File: config.mk
export PLATFORM = sky130hd
export DESIGN_NAME = rc_frame_decoder_unit
export DESIGN_NICKNAME = d
export VERILOG_FILES = /design/src/rtl/rcfd_pkg.sv /design/src/rtl/rcfd_unpack.sv /design/src/rtl/rc_frame_decoder_unit.sv
export SDC_FILE = /design/constraint.sdc
export NUM_CORES = 1
export LEC_CHECK = 0
export BUFFER_PORTS_ARGS = -buffer_cell sky130_fd_sc_hd__buf_2
export CORE_MARGIN = 2
export CORE_UTILIZATION = 45
export CTS_CLUSTER_SIZE = 20
export DETAILED_ROUTE_END_ITERATION = 10
export PLACE_DENSITY = 0.63
export SLEW_MARGIN = 20
export SYNTH_ARGS = -nofsm -noshare
export SYNTH_HDL_FRONTEND = slang
export SYNTH_SLANG_ARGS = --single-unit
File: constraint.sdc
create_clock -name aclk -period 12 [get_ports aclk]
set_clock_uncertainty 0.15 [all_clocks]
set_input_delay 2.4 -clock aclk [delete_from_list [all_inputs] [get_ports aclk]]
set_output_delay 2.4 -clock aclk [all_outputs]
set_load 0.05 [all_outputs]
File: src/rtl/rcfd_pkg.sv
// Package for the remote-control frame decoder.
// Holds the word types, status codes, register indexes and reset values.
// Used by rcfd_unpack and rc_frame_decoder_unit; depends on nothing.
package rcfd_pkg;

    localparam int BYTE_W      = 8;
    localparam int STICK_W     = 11;
    localparam int NUM_STICKS  = 4;
    localparam int STORE_DEPTH = 16;
    localparam int STORE_IDX_W = 4;
    localparam int CNT_W       = 5;
    localparam int LIMIT_W     = 7;
    localparam int THRESH_W    = 4;
    localparam int OFFSET_W    = 8;
    localparam int DIFF_W      = 12;
    localparam int CFG_IDX_W   = 3;
    localparam int CFG_DATA_W  = 11;
    localparam int MOUSE_W     = 48;
    localparam int KEY_W       = 16;

    // Result status codes
    localparam logic [1:0] STATUS_OK         = 2'd0;
    localparam logic [1:0] STATUS_BAD_LENGTH = 2'd1;
    localparam logic [1:0] STATUS_BAD_RANGE  = 2'd2;

    // Configuration register indexes
    localparam logic [CFG_IDX_W-1:0] CFG_STICK_MIN       = 3'd0;
    localparam logic [CFG_IDX_W-1:0] CFG_STICK_MAX       = 3'd1;
    localparam logic [CFG_IDX_W-1:0] CFG_STICK_CENTER    = 3'd2;
    localparam logic [CFG_IDX_W-1:0] CFG_OFFSET_LIMIT    = 3'd3;
    localparam logic [CFG_IDX_W-1:0] CFG_HISTORY_AFTER   = 3'd4;
    localparam logic [CFG_IDX_W-1:0] CFG_CALIBRATE_AFTER = 3'd5;

    // Reset values
    localparam logic [STICK_W-1:0]  RST_STICK_MIN       = 11'd344;
    localparam logic [STICK_W-1:0]  RST_STICK_MAX       = 11'd1704;
    localparam logic [STICK_W-1:0]  RST_STICK_CENTER    = 11'd1024;
    localparam logic [LIMIT_W-1:0]  RST_OFFSET_LIMIT    = 7'd30;
    localparam logic [THRESH_W-1:0] RST_HISTORY_AFTER   = 4'd5;
    localparam logic [THRESH_W-1:0] RST_CALIBRATE_AFTER = 4'd10;
    localparam logic [3:0]          RST_SWITCHES        = 4'hF;
    localparam logic [CNT_W-1:0]    CNT_MAX             = 5'd31;
    localparam logic [THRESH_W-1:0] ACC_MAX             = 4'd15;

    typedef struct packed {
        logic [BYTE_W-1:0] rx_byte;
        logic              burst_end;
    } rcfd_in_t;

    typedef struct packed {
        logic [1:0]         status;
        logic [STICK_W-1:0] stick0;
        logic [STICK_W-1:0] stick1;
        logic [STICK_W-1:0] stick2;
        logic [STICK_W-1:0] stick3;
        logic [3:0]         switch_pos;
        logic [MOUSE_W-1:0] mouse_motion;
        logic [1:0]         mouse_buttons;
        logic [KEY_W-1:0]   key_mask;
        logic [KEY_W-1:0]   key_changes;
        logic [1:0]         button_changes;
        logic [3:0]         switch_prev;
    } rcfd_out_t;

    typedef logic [STORE_DEPTH-1:0][BYTE_W-1:0] rcfd_bytes_t;

    // Decoded frame fields and the combined range check
    typedef struct packed {
        logic [NUM_STICKS-1:0][STICK_W-1:0] sticks;
        logic [3:0]                         switch_pos;
        logic [MOUSE_W-1:0]                 mouse_motion;
        logic [1:0]                         mouse_buttons;
        logic [KEY_W-1:0]                   key_mask;
        logic                               in_range;
    } rcfd_frame_t;

endpackage

File: src/rtl/rcfd_unpack.sv
// Frame unpacker: splits the first sixteen frame bytes into fields and checks them.
// Pure combinational; uses types from rcfd_pkg.
module rcfd_unpack (
    input  rcfd_pkg::rcfd_bytes_t                frame,
    input  logic [rcfd_pkg::STICK_W-1:0]         stick_min,
    input  logic [rcfd_pkg::STICK_W-1:0]         stick_max,
    output rcfd_pkg::rcfd_frame_t                fields
);

    logic [rcfd_pkg::NUM_STICKS-1:0][rcfd_pkg::STICK_W-1:0] sticks;
    logic [rcfd_pkg::NUM_STICKS-1:0]                        stick_ok;
    logic [1:0] sw_one;
    logic [1:0] sw_two;
    logic       buttons_ok;

    // Sticks are packed LSB first across bytes 0..5
    assign sticks[0] = {frame[1][2:0], frame[0]};
    assign sticks[1] = {frame[2][5:0], frame[1][7:3]};
    assign sticks[2] = {frame[4][0], frame[3], frame[2][7:6]};
    assign sticks[3] = {frame[5][3:0], frame[4][7:1]};

    assign sw_one = frame[5][7:6];
    assign sw_two = frame[5][5:4];

    // Button bytes must be 0 or 1
    assign buttons_ok = (frame[12][7:1] == 7'd0) && (frame[13][7:1] == 7'd0);

    // Each stick strictly inside the limits
    always_comb begin
        for (int k = 0; k < rcfd_pkg::NUM_STICKS; k++) begin
            stick_ok[k] = (sticks[k] > stick_min) && (sticks[k] < stick_max);
        end
    end

    assign fields.sticks        = sticks;
    assign fields.switch_pos    = {sw_one, sw_two};
    assign fields.mouse_motion  = {frame[7], frame[6], frame[9], frame[8],
                                   frame[11], frame[10]};
    assign fields.mouse_buttons = {frame[12][0], frame[13][0]};
    assign fields.key_mask      = {frame[15], frame[14]};
    assign fields.in_range      = (sw_one != 2'd0) && (sw_two != 2'd0) && buttons_ok
                                  && (&stick_ok);

endmodule

File: src/rtl/rc_frame_decoder_unit.sv
// Top level of the remote-control frame decoder: byte collection, frame state,
// calibration and change history. Depends on rcfd_pkg and rcfd_unpack.
//
//   channel   signals                              direction  word
//   s_        s_valid s_ready s_data (rcfd_in_t)   in         one received byte
//   m_        m_valid m_ready m_data (rcfd_out_t)  out        one frame result
//   cfg_      cfg_valid cfg_ready cfg_index cfg_data in       register write
//
// One byte per cycle sustained while no burst-end byte waits on a full result register.
// A byte is held in the input register, then the frame logic updates state and, on a
// burst end, loads the result register.
// Synchronous active-low reset restores register defaults and frame state.
// Only burst-end bytes wait on a full result register; other bytes never stall.
// cfg_ready is always high.
module rc_frame_decoder_unit #(
    parameter int FRAME_BYTES = 18
) (
    input  logic                                aclk,
    input  logic                                aresetn,
    input  logic                                s_valid,
    output logic                                s_ready,
    input  rcfd_pkg::rcfd_in_t                  s_data,
    output logic                                m_valid,
    input  logic                                m_ready,
    output rcfd_pkg::rcfd_out_t                 m_data,
    input  logic                                cfg_valid,
    output logic                                cfg_ready,
    input  logic [rcfd_pkg::CFG_IDX_W-1:0]      cfg_index,
    input  logic [rcfd_pkg::CFG_DATA_W-1:0]     cfg_data
);

    localparam logic [rcfd_pkg::CNT_W-1:0] LAST_IDX = rcfd_pkg::CNT_W'(FRAME_BYTES - 1);
    localparam int SW = rcfd_pkg::STICK_W;
    localparam int NS = rcfd_pkg::NUM_STICKS;

    // Configuration registers
    logic [SW-1:0]                      stick_min_reg;
    logic [SW-1:0]                      stick_max_reg;
    logic [SW-1:0]                      stick_center_reg;
    logic [rcfd_pkg::LIMIT_W-1:0]       offset_limit_reg;
    logic [rcfd_pkg::THRESH_W-1:0]      history_after_reg;
    logic [rcfd_pkg::THRESH_W-1:0]      calibrate_after_reg;

    // Input register
    logic                               in_valid_reg;
    rcfd_pkg::rcfd_in_t                 in_data_reg;

    // Frame state
    rcfd_pkg::rcfd_bytes_t              frame_bytes_reg;
    logic [rcfd_pkg::CNT_W-1:0]         byte_count_reg;
    logic [rcfd_pkg::CNT_W-1:0]         byte_count_next;
    logic [NS-1:0][SW-1:0]              stick_store_reg;
    logic [NS-1:0][SW-1:0]              stick_store_next;
    logic [NS-1:0][rcfd_pkg::OFFSET_W-1:0] stick_offsets_reg;
    logic [NS-1:0][rcfd_pkg::OFFSET_W-1:0] stick_offsets_next;
    logic [NS-1:0][rcfd_pkg::OFFSET_W-1:0] cal_offset;
    logic                               calibrated_reg;
    logic                               calibrated_next;
    logic [rcfd_pkg::THRESH_W-1:0]      accepted_count_reg;
    logic [rcfd_pkg::THRESH_W-1:0]      accepted_count_next;
    logic                               history_on_reg;
    logic                               history_on_next;
    logic [3:0]                         switch_store_reg;
    logic [3:0]                         switch_store_next;
    logic [rcfd_pkg::MOUSE_W-1:0]       mouse_store_reg;
    logic [rcfd_pkg::MOUSE_W-1:0]       mouse_store_next;
    logic [1:0]                         button_store_reg;
    logic [1:0]                         button_store_next;
    logic [rcfd_pkg::KEY_W-1:0]         key_store_reg;
    logic [rcfd_pkg::KEY_W-1:0]         key_store_next;

    // Result register
    logic                               m_valid_reg;
    rcfd_pkg::rcfd_out_t                m_data_reg;
    rcfd_pkg::rcfd_out_t                result;

    logic                               advance;
    logic                               frame_done;
    logic                               full_len;
    logic [1:0]                         status;
    logic [rcfd_pkg::KEY_W-1:0]         key_changes;
    logic [1:0]                         button_changes;
    rcfd_pkg::rcfd_bytes_t              frame_view;
    rcfd_pkg::rcfd_frame_t              fields;

    // Handshake: a byte moves on unless it ends a burst and the result is still held
    assign advance    = in_valid_reg
                        && (!in_data_reg.burst_end || !m_valid_reg || m_ready);
    assign frame_done = advance && in_data_reg.burst_end;
    assign full_len   = (byte_count_reg == LAST_IDX);
    assign s_ready    = !in_valid_reg || advance;
    assign cfg_ready  = 1'b1;
    assign m_valid    = m_valid_reg;
    assign m_data     = m_data_reg;

    // Configuration writes
    always_ff @(posedge aclk) begin
        if (!aresetn) begin
            stick_min_reg       <= rcfd_pkg::RST_STICK_MIN;
            stick_max_reg       <= rcfd_pkg::RST_STICK_MAX;
            stick_center_reg    <= rcfd_pkg::RST_STICK_CENTER;
            offset_limit_reg    <= rcfd_pkg::RST_OFFSET_LIMIT;
            history_after_reg   <= rcfd_pkg::RST_HISTORY_AFTER;
            calibrate_after_reg <= rcfd_pkg::RST_CALIBRATE_AFTER;
        end else if (cfg_valid) begin
            case (cfg_index)
                rcfd_pkg::CFG_STICK_MIN:       stick_min_reg    <= cfg_data;
                rcfd_pkg::CFG_STICK_MAX:       stick_max_reg    <= cfg_data;
                rcfd_pkg::CFG_STICK_CENTER:    stick_center_reg <= cfg_data;
                rcfd_pkg::CFG_OFFSET_LIMIT:
                    offset_limit_reg <= cfg_data[rcfd_pkg::LIMIT_W-1:0];
                rcfd_pkg::CFG_HISTORY_AFTER:
                    history_after_reg <= cfg_data[rcfd_pkg::THRESH_W-1:0];
                rcfd_pkg::CFG_CALIBRATE_AFTER:
                    calibrate_after_reg <= cfg_data[rcfd_pkg::THRESH_W-1:0];
                default: begin
                end
            endcase
        end
    end

    // Input register control
    always_ff @(posedge aclk) begin
        if (!aresetn) begin
            in_valid_reg <= 1'b0;
        end else if (s_ready) begin
            in_valid_reg <= s_valid;
        end
    end

    // Input register payload and byte store
    always_ff @(posedge aclk) begin
        if (s_valid && s_ready) begin
            in_data_reg <= s_data;
        end
        if (advance && (byte_count_reg < rcfd_pkg::CNT_W'(rcfd_pkg::STORE_DEPTH))) begin
            frame_bytes_reg[byte_count_reg[rcfd_pkg::STORE_IDX_W-1:0]] <= in_data_reg.rx_byte;
        end
    end

    // Forward the byte being written so a frame can end on the last stored byte
    always_comb begin
        for (int k = 0; k < rcfd_pkg::STORE_DEPTH; k++) begin
            frame_view[k] = (byte_count_reg == rcfd_pkg::CNT_W'(k))
                            ? in_data_reg.rx_byte : frame_bytes_reg[k];
        end
    end

    rcfd_unpack u_unpack (
        .frame     (frame_view),
        .stick_min (stick_min_reg),
        .stick_max (stick_max_reg),
        .fields    (fields)
    );

    // Calibration offsets: raw minus center, zeroed beyond the limit
    always_comb begin
        logic signed [rcfd_pkg::DIFF_W-1:0] diff;
        logic signed [rcfd_pkg::DIFF_W-1:0] lim;
        lim = $signed({{(rcfd_pkg::DIFF_W - rcfd_pkg::LIMIT_W){1'b0}}, offset_limit_reg});
        for (int k = 0; k < NS; k++) begin
            diff = $signed({1'b0, fields.sticks[k]}) - $signed({1'b0, stick_center_reg});
            if (diff > lim || diff < -lim) begin
                cal_offset[k] = '0;
            end else begin
                cal_offset[k] = diff[rcfd_pkg::OFFSET_W-1:0];
            end
        end
    end

    // Byte count: clear on burst end, saturate otherwise
    always_comb begin
        byte_count_next = byte_count_reg;
        if (advance) begin
            if (in_data_reg.burst_end) begin
                byte_count_next = '0;
            end else if (byte_count_reg != rcfd_pkg::CNT_MAX) begin
                byte_count_next = byte_count_reg + 1'b1;
            end
        end
    end

    // Frame update on burst end
    always_comb begin
        stick_store_next    = stick_store_reg;
        stick_offsets_next  = stick_offsets_reg;
        calibrated_next     = calibrated_reg;
        accepted_count_next = accepted_count_reg;
        history_on_next     = history_on_reg;
        switch_store_next   = switch_store_reg;
        mouse_store_next    = mouse_store_reg;
        button_store_next   = button_store_reg;
        key_store_next      = key_store_reg;
        key_changes         = '0;
        button_changes      = '0;
        status              = rcfd_pkg::STATUS_BAD_LENGTH;
        if (frame_done && full_len) begin
            status = fields.in_range ? rcfd_pkg::STATUS_OK : rcfd_pkg::STATUS_BAD_RANGE;
            if (fields.in_range) begin
                if (calibrated_reg) begin
                    for (int k = 0; k < NS; k++) begin
                        stick_store_next[k] = fields.sticks[k]
                            - {{(SW - rcfd_pkg::OFFSET_W){stick_offsets_reg[k][rcfd_pkg::OFFSET_W-1]}},
                               stick_offsets_reg[k]};
                    end
                end else if (accepted_count_reg >= calibrate_after_reg) begin
                    stick_offsets_next = cal_offset;
                    calibrated_next    = 1'b1;
                end
                switch_store_next = fields.switch_pos;
                mouse_store_next  = fields.mouse_motion;
                button_store_next = fields.mouse_buttons;
                key_store_next    = fields.key_mask;
                if (accepted_count_reg != rcfd_pkg::ACC_MAX) begin
                    accepted_count_next = accepted_count_reg + 1'b1;
                end
            end
            if (history_on_reg) begin
                key_changes    = key_store_reg ^ key_store_next;
                button_changes = button_store_reg ^ button_store_next;
            end else if (accepted_count_next >= history_after_reg) begin
                history_on_next = 1'b1;
            end
        end
    end

    // Assemble the result word from the updated stores
    always_comb begin
        result.status         = status;
        result.stick0         = stick_store_next[0];
        result.stick1         = stick_store_next[1];
        result.stick2         = stick_store_next[2];
        result.stick3         = stick_store_next[3];
        result.switch_pos     = switch_store_next;
        result.mouse_motion   = mouse_store_next;
        result.mouse_buttons  = button_store_next;
        result.key_mask       = key_store_next;
        result.key_changes    = key_changes;
        result.button_changes = button_changes;
        result.switch_prev    = switch_store_reg;
    end

    // Frame state registers
    always_ff @(posedge aclk) begin
        if (!aresetn) begin
            byte_count_reg     <= '0;
            for (int k = 0; k < NS; k++) begin
                stick_store_reg[k]   <= rcfd_pkg::RST_STICK_CENTER;
                stick_offsets_reg[k] <= '0;
            end
            calibrated_reg     <= 1'b0;
            accepted_count_reg <= '0;
            history_on_reg     <= 1'b0;
            switch_store_reg   <= rcfd_pkg::RST_SWITCHES;
            mouse_store_reg    <= '0;
            button_store_reg   <= '0;
            key_store_reg      <= '0;
        end else begin
            byte_count_reg     <= byte_count_next;
            stick_store_reg    <= stick_store_next;
            stick_offsets_reg  <= stick_offsets_next;
            calibrated_reg     <= calibrated_next;
            accepted_count_reg <= accepted_count_next;
            history_on_reg     <= history_on_next;
            switch_store_reg   <= switch_store_next;
            mouse_store_reg    <= mouse_store_next;
            button_store_reg   <= button_store_next;
            key_store_reg      <= key_store_next;
        end
    end

    // Result register: load on burst end, drop when taken
    always_ff @(posedge aclk) begin
        if (!aresetn) begin
            m_valid_reg <= 1'b0;
        end else if (frame_done) begin
            m_valid_reg <= 1'b1;
        end else if (m_ready) begin
            m_valid_reg <= 1'b0;
        end
    end

    always_ff @(posedge aclk) begin
        if (frame_done) begin
            m_data_reg <= result;
        end
    end

    // Checks
    a_result_from_burst_end: assert property (@(posedge aclk) disable iff (!aresetn)
        $rose(m_valid_reg) |-> $past(frame_done))
        else $error("result appeared without a burst end word");

    a_count_cleared: assert property (@(posedge aclk) disable iff (!aresetn)
        frame_done |=> (byte_count_reg == '0))
        else $error("byte count not cleared after burst end");

    a_calibrated_sticky: assert property (@(posedge aclk) disable iff (!aresetn)
        calibrated_reg |=> calibrated_reg)
        else $error("calibration flag dropped");

    a_accepted_monotonic: assert property (@(posedge aclk) disable iff (!aresetn)
        1'b1 |=> (accepted_count_reg >= $past(accepted_count_reg)))
        else $error("accepted count went down");

    a_changes_only_ok: assert property (@(posedge aclk) disable iff (!aresetn)
        (m_valid_reg && ((m_data_reg.key_changes != '0) || (m_data_reg.button_changes != '0)))
        |-> (m_data_reg.status == rcfd_pkg::STATUS_OK))
        else $error("changes reported on a rejected frame");

endmodule
==> results.txt <==
status = complete, no violations
XOR/XNOR Fraction of Synth Area = 0.02844
worst-margin pin slew = 1.045 ns
CTS tree = yes
Nets = 2908
CP bufs+invs = 1
final setup fails = 0
Worst R2R Path Depth = 16
Synth Area in Compound Gates = 0.1162
Post-DP HPWL = 52.63 mm
cell count after synthesis = 2463
root buf cell = clkbuf_16
# hold bufs at CTS = 0
final hold vios = 0
synthesized cell area = 0.02626 sq mm
Placement Setup Slack = 6.010 ns
Reg-to-Reg End = stick_offsets_reg[14]$_SDFFE_PN0P_
detailed-route wire length per cell = 21.15 um
clk sinks = 482
synth warn = 0
number of max-cap violations = 0
syn_nets = 2755
vias in the first global route = 18490
achievable frequency = 168.9 MHz
Pleak = 11.99 nW
Critical Path AT = 6.26 ns
Via density = 5.719
via count = 19570
commonest non-fill, non-tap cell in the layout = nand2_1
number of synthesized flops with an enable pin = 275
Finished Core Util = 0.5110
share of the synthesized area in the top cell type = 0.3145
DR iter-0 viols = 1595
Hold Path Class = register to register
Slew Limit Fails = 0
Final WS setup = 6.079 ns
slowest CP cell = nor4b_4
Avg Cell Area, Syn = 10.66 sq um
Antenna diodes = 0
Top Ports = 169
fin crit share = 0.4934
ys async rst share = 0
initial antenna violation count = 0
Largest delay share family, worst path = simple AND/OR/NAND/NOR gates
Adder-Cell Fraction of Synth Area = 0.1281
Worst IR Drop VDD = 125.4 uV
Final Wtd Congestion = 0.9206
Post-CTS Setup Inserts = 0
number of flip-flops in the largest register = 138
Max clock buf depth = 3
hold path depth = 0
Hold WS = 0.2883 ns
crit path capture type = register
Num CTS Buffers = 50
global-route wire length before repair = 109.2 mm
R2R Setup Slk = 6.08 ns
Clock Latency Late Sink = 0.61 ns
die area = 0.06031 sq mm
WHS Endpoint = m_data[2]$_DFFE_PP_
relative slew slack = 0.2969
most used flip-flop cell after synthesis = edfxtp_1
# H-tree levels = 2
RSZ-0062 raised after global routing = false
CP most frequent cell = ha_1
Yosys reg bits = 482
post-synthesis mux area share = 0.06661
reg2reg start = byte_count_reg[1]$_SDFFE_PN0P_
num rows = 88
largest net degree at the start of global routing = 84
cell breakdown of the critical path = inv_1 > ha_1 > nor4b_4 > mux2i_1 > ha_1 > fa_1 > nor2b_1 > o2111ai_1 > a31oi_1 > o311ai_0 > ha_1 > or4b_2 > o21ai_0 > nor4_2 > a32o_1 > a21o_1
critical-path maximum fanout = 9
port bufs = 167
Detailed Route WL = 72.37 mm
CP max stage delay = 0.68 ns
Overflow after GRT = 0
PD cells = 121.9 mW/mm^2
P&R area growth vs syn = 12.27%
startpoint types = register
residual DRC count = 0
Worst EP required = 12.34 ns
Core Area = 0.05770 sq mm
DRT Pass-1 Iters = 7
fin crit period = 5.921 ns
post-CTS resize count = 0
leading area contributor after synthesis = edfxtp_1
Hold Crit Start = switch_store_reg[2]$_SDFF_PN1_
main combinational cell family by area after synthesis = simple AND/OR/NAND/NOR gates
Post-DRT Antenna Nets = 0
critical path class = register to register
top cells by area, synth = edfxtp_1 (31%), dfxtp_1 (16%), ha_1 (12%)
die extent in y = 245.6 um
initial core utilization = 0.4552
Total GRT Usage = 0.2364
DIE WIDTH = 245.6 um
Post-Synth Simple-Gate Area = 0.1524
layout cell share with drive strength beyond 1 = 0.1581
register area share after synthesis = 0.4722
Worst-path clk slew = 0.06 ns
final setup TNS = 0 ns
Yosys cell types = 90
most frequent cells in the layout = nand2_1 (286), edfxtp_1 (275), ha_1 (256), dfxtp_1 (207), a21oi_1 (177)
-- metal layers --
metal,vias up,global-route usage,share of wire
met5,-,0,0
li1,9326,-,-
met3,110,0.03416,0.065
met4,0,0.06916,0.027
met2,650,0.3677,0.44
met1,9485,0.3414,0.46
-- worst max-delay path by stage --
stage | depth (start not counted) | startpoint | slack, ns | to
detailed placement | 7 | m_ready | 6.01 | m_data[126]$_DFFE_PP_
global route | 16 | byte_count_reg[1]$_SDFFE_PN0P_ | 5.75 | stick_offsets_reg[14]$_SDFFE_PN0P_
finish | 16 | byte_count_reg[1]$_SDFFE_PN0P_ | 6.08 | stick_offsets_reg[14]$_SDFFE_PN0P_
CTS | 17 | byte_count_reg[1]$_SDFFE_PN0P_ | 6.10 | stick_offsets_reg[14]$_SDFFE_PN0P_
global placement | 10 | m_ready | 6.14 | stick_offsets_reg[10]$_SDFFE_PN0P_
floorplan | 4 | m_ready | 2.73 | m_data[0]$_DFFE_PP_
-- worst reg2reg max path, cell delays in order, from the launching register on --
cell,delay (ns)
dfxtp_1,0.35
inv_1,0.10
ha_1,0.31
nor4b_4,0.68
mux2i_1,0.42
ha_1,0.33
fa_1,0.40
nor2b_1,0.18
o2111ai_1,0.16
a31oi_1,0.30
o311ai_0,0.23
ha_1,0.27
or4b_2,0.68
o21ai_0,0.63
nor4_2,0.21
a32o_1,0.27
a21o_1,0.15
-- report_power, final --
group | internal (mW) | leakage (nW) | switching (mW)
registers | 1.76 | 4.23 | 0.00773
clock network | 0.878 | 0.827 | 0.663
logic | 0.0917 | 6.94 | 0.198
total | 2.73 | 12.0 | 0.868
-- area by class of cell --
cell class,count,area (sq um)
inverters,136,511.7
multi-input cells,1757,12960
flip-flops and latches,482,12400
fillers,5259,28210
well taps,765,957.2
repair buffers,189,1001
clock buffers,69,1456
clock inverters,24,197.7
-- Yosys cell counts (all sizes together) (6+ instances only) --
| cell | instances |
|---|---|
| o211ai | 32 |
| inv | 135 |
| xnor2 | 61 |
| nor2b | 29 |
| nor4 | 11 |
| a22o | 22 |
| a2111oi | 12 |
| and4 | 8 |
| a21o | 28 |
| mux2 | 134 |
| nand2 | 286 |
| o21ai | 56 |
| or2 | 7 |
| o31ai | 8 |
| nor4b | 10 |
| nand2b | 39 |
| dfxtp | 207 |
| fa | 8 |
| a21oi | 177 |
| nand3 | 84 |
| o2111ai | 8 |
| or3 | 9 |
| ha | 256 |
| nor2 | 114 |
| edfxtp | 275 |
| nor3 | 51 |
| and2 | 48 |
| buf | 40 |
| o21a | 22 |
| nand3b | 9 |
| xor2 | 14 |
| o21bai | 6 |
| nand4 | 26 |
| and3 | 39 |
| mux2i | 24 |
| clkbuf | 48 |
| a31oi | 12 |
| a211oi | 11 |
-- kinds of logic (layout without fill, tap and decap cells) --
| logic type | after synthesis | count (layout) |
|---|---|---|
| AOI/OAI and AO/OA | 462 | 462 |
| and+or+nand+nor | 793 | 793 |
| muxes | 158 | 158 |
| DFF | 482 | 482 |
| buffers and inverters | 224 | 418 |
| xor gates and xnor gates | 79 | 79 |
| adders and majority gates | 264 | 264 |
| other | 1 | 1 |
-- stage by stage --
step / power, mW / area [sq um] / instances
6_report: 3.595 / 29480 / 3422
5_1_grt: 3.724 / 29480 / 3422
4_1_cts: 3.620 / 29470 / 3422
3_5_place_dp: 2.085 / 27820 / 3329
3_3_place_gp: 2.076 / 27820 / 3329
2_1_floorplan: 1.997 / 26260 / 2463
Power figures use the tool's default switching activity.
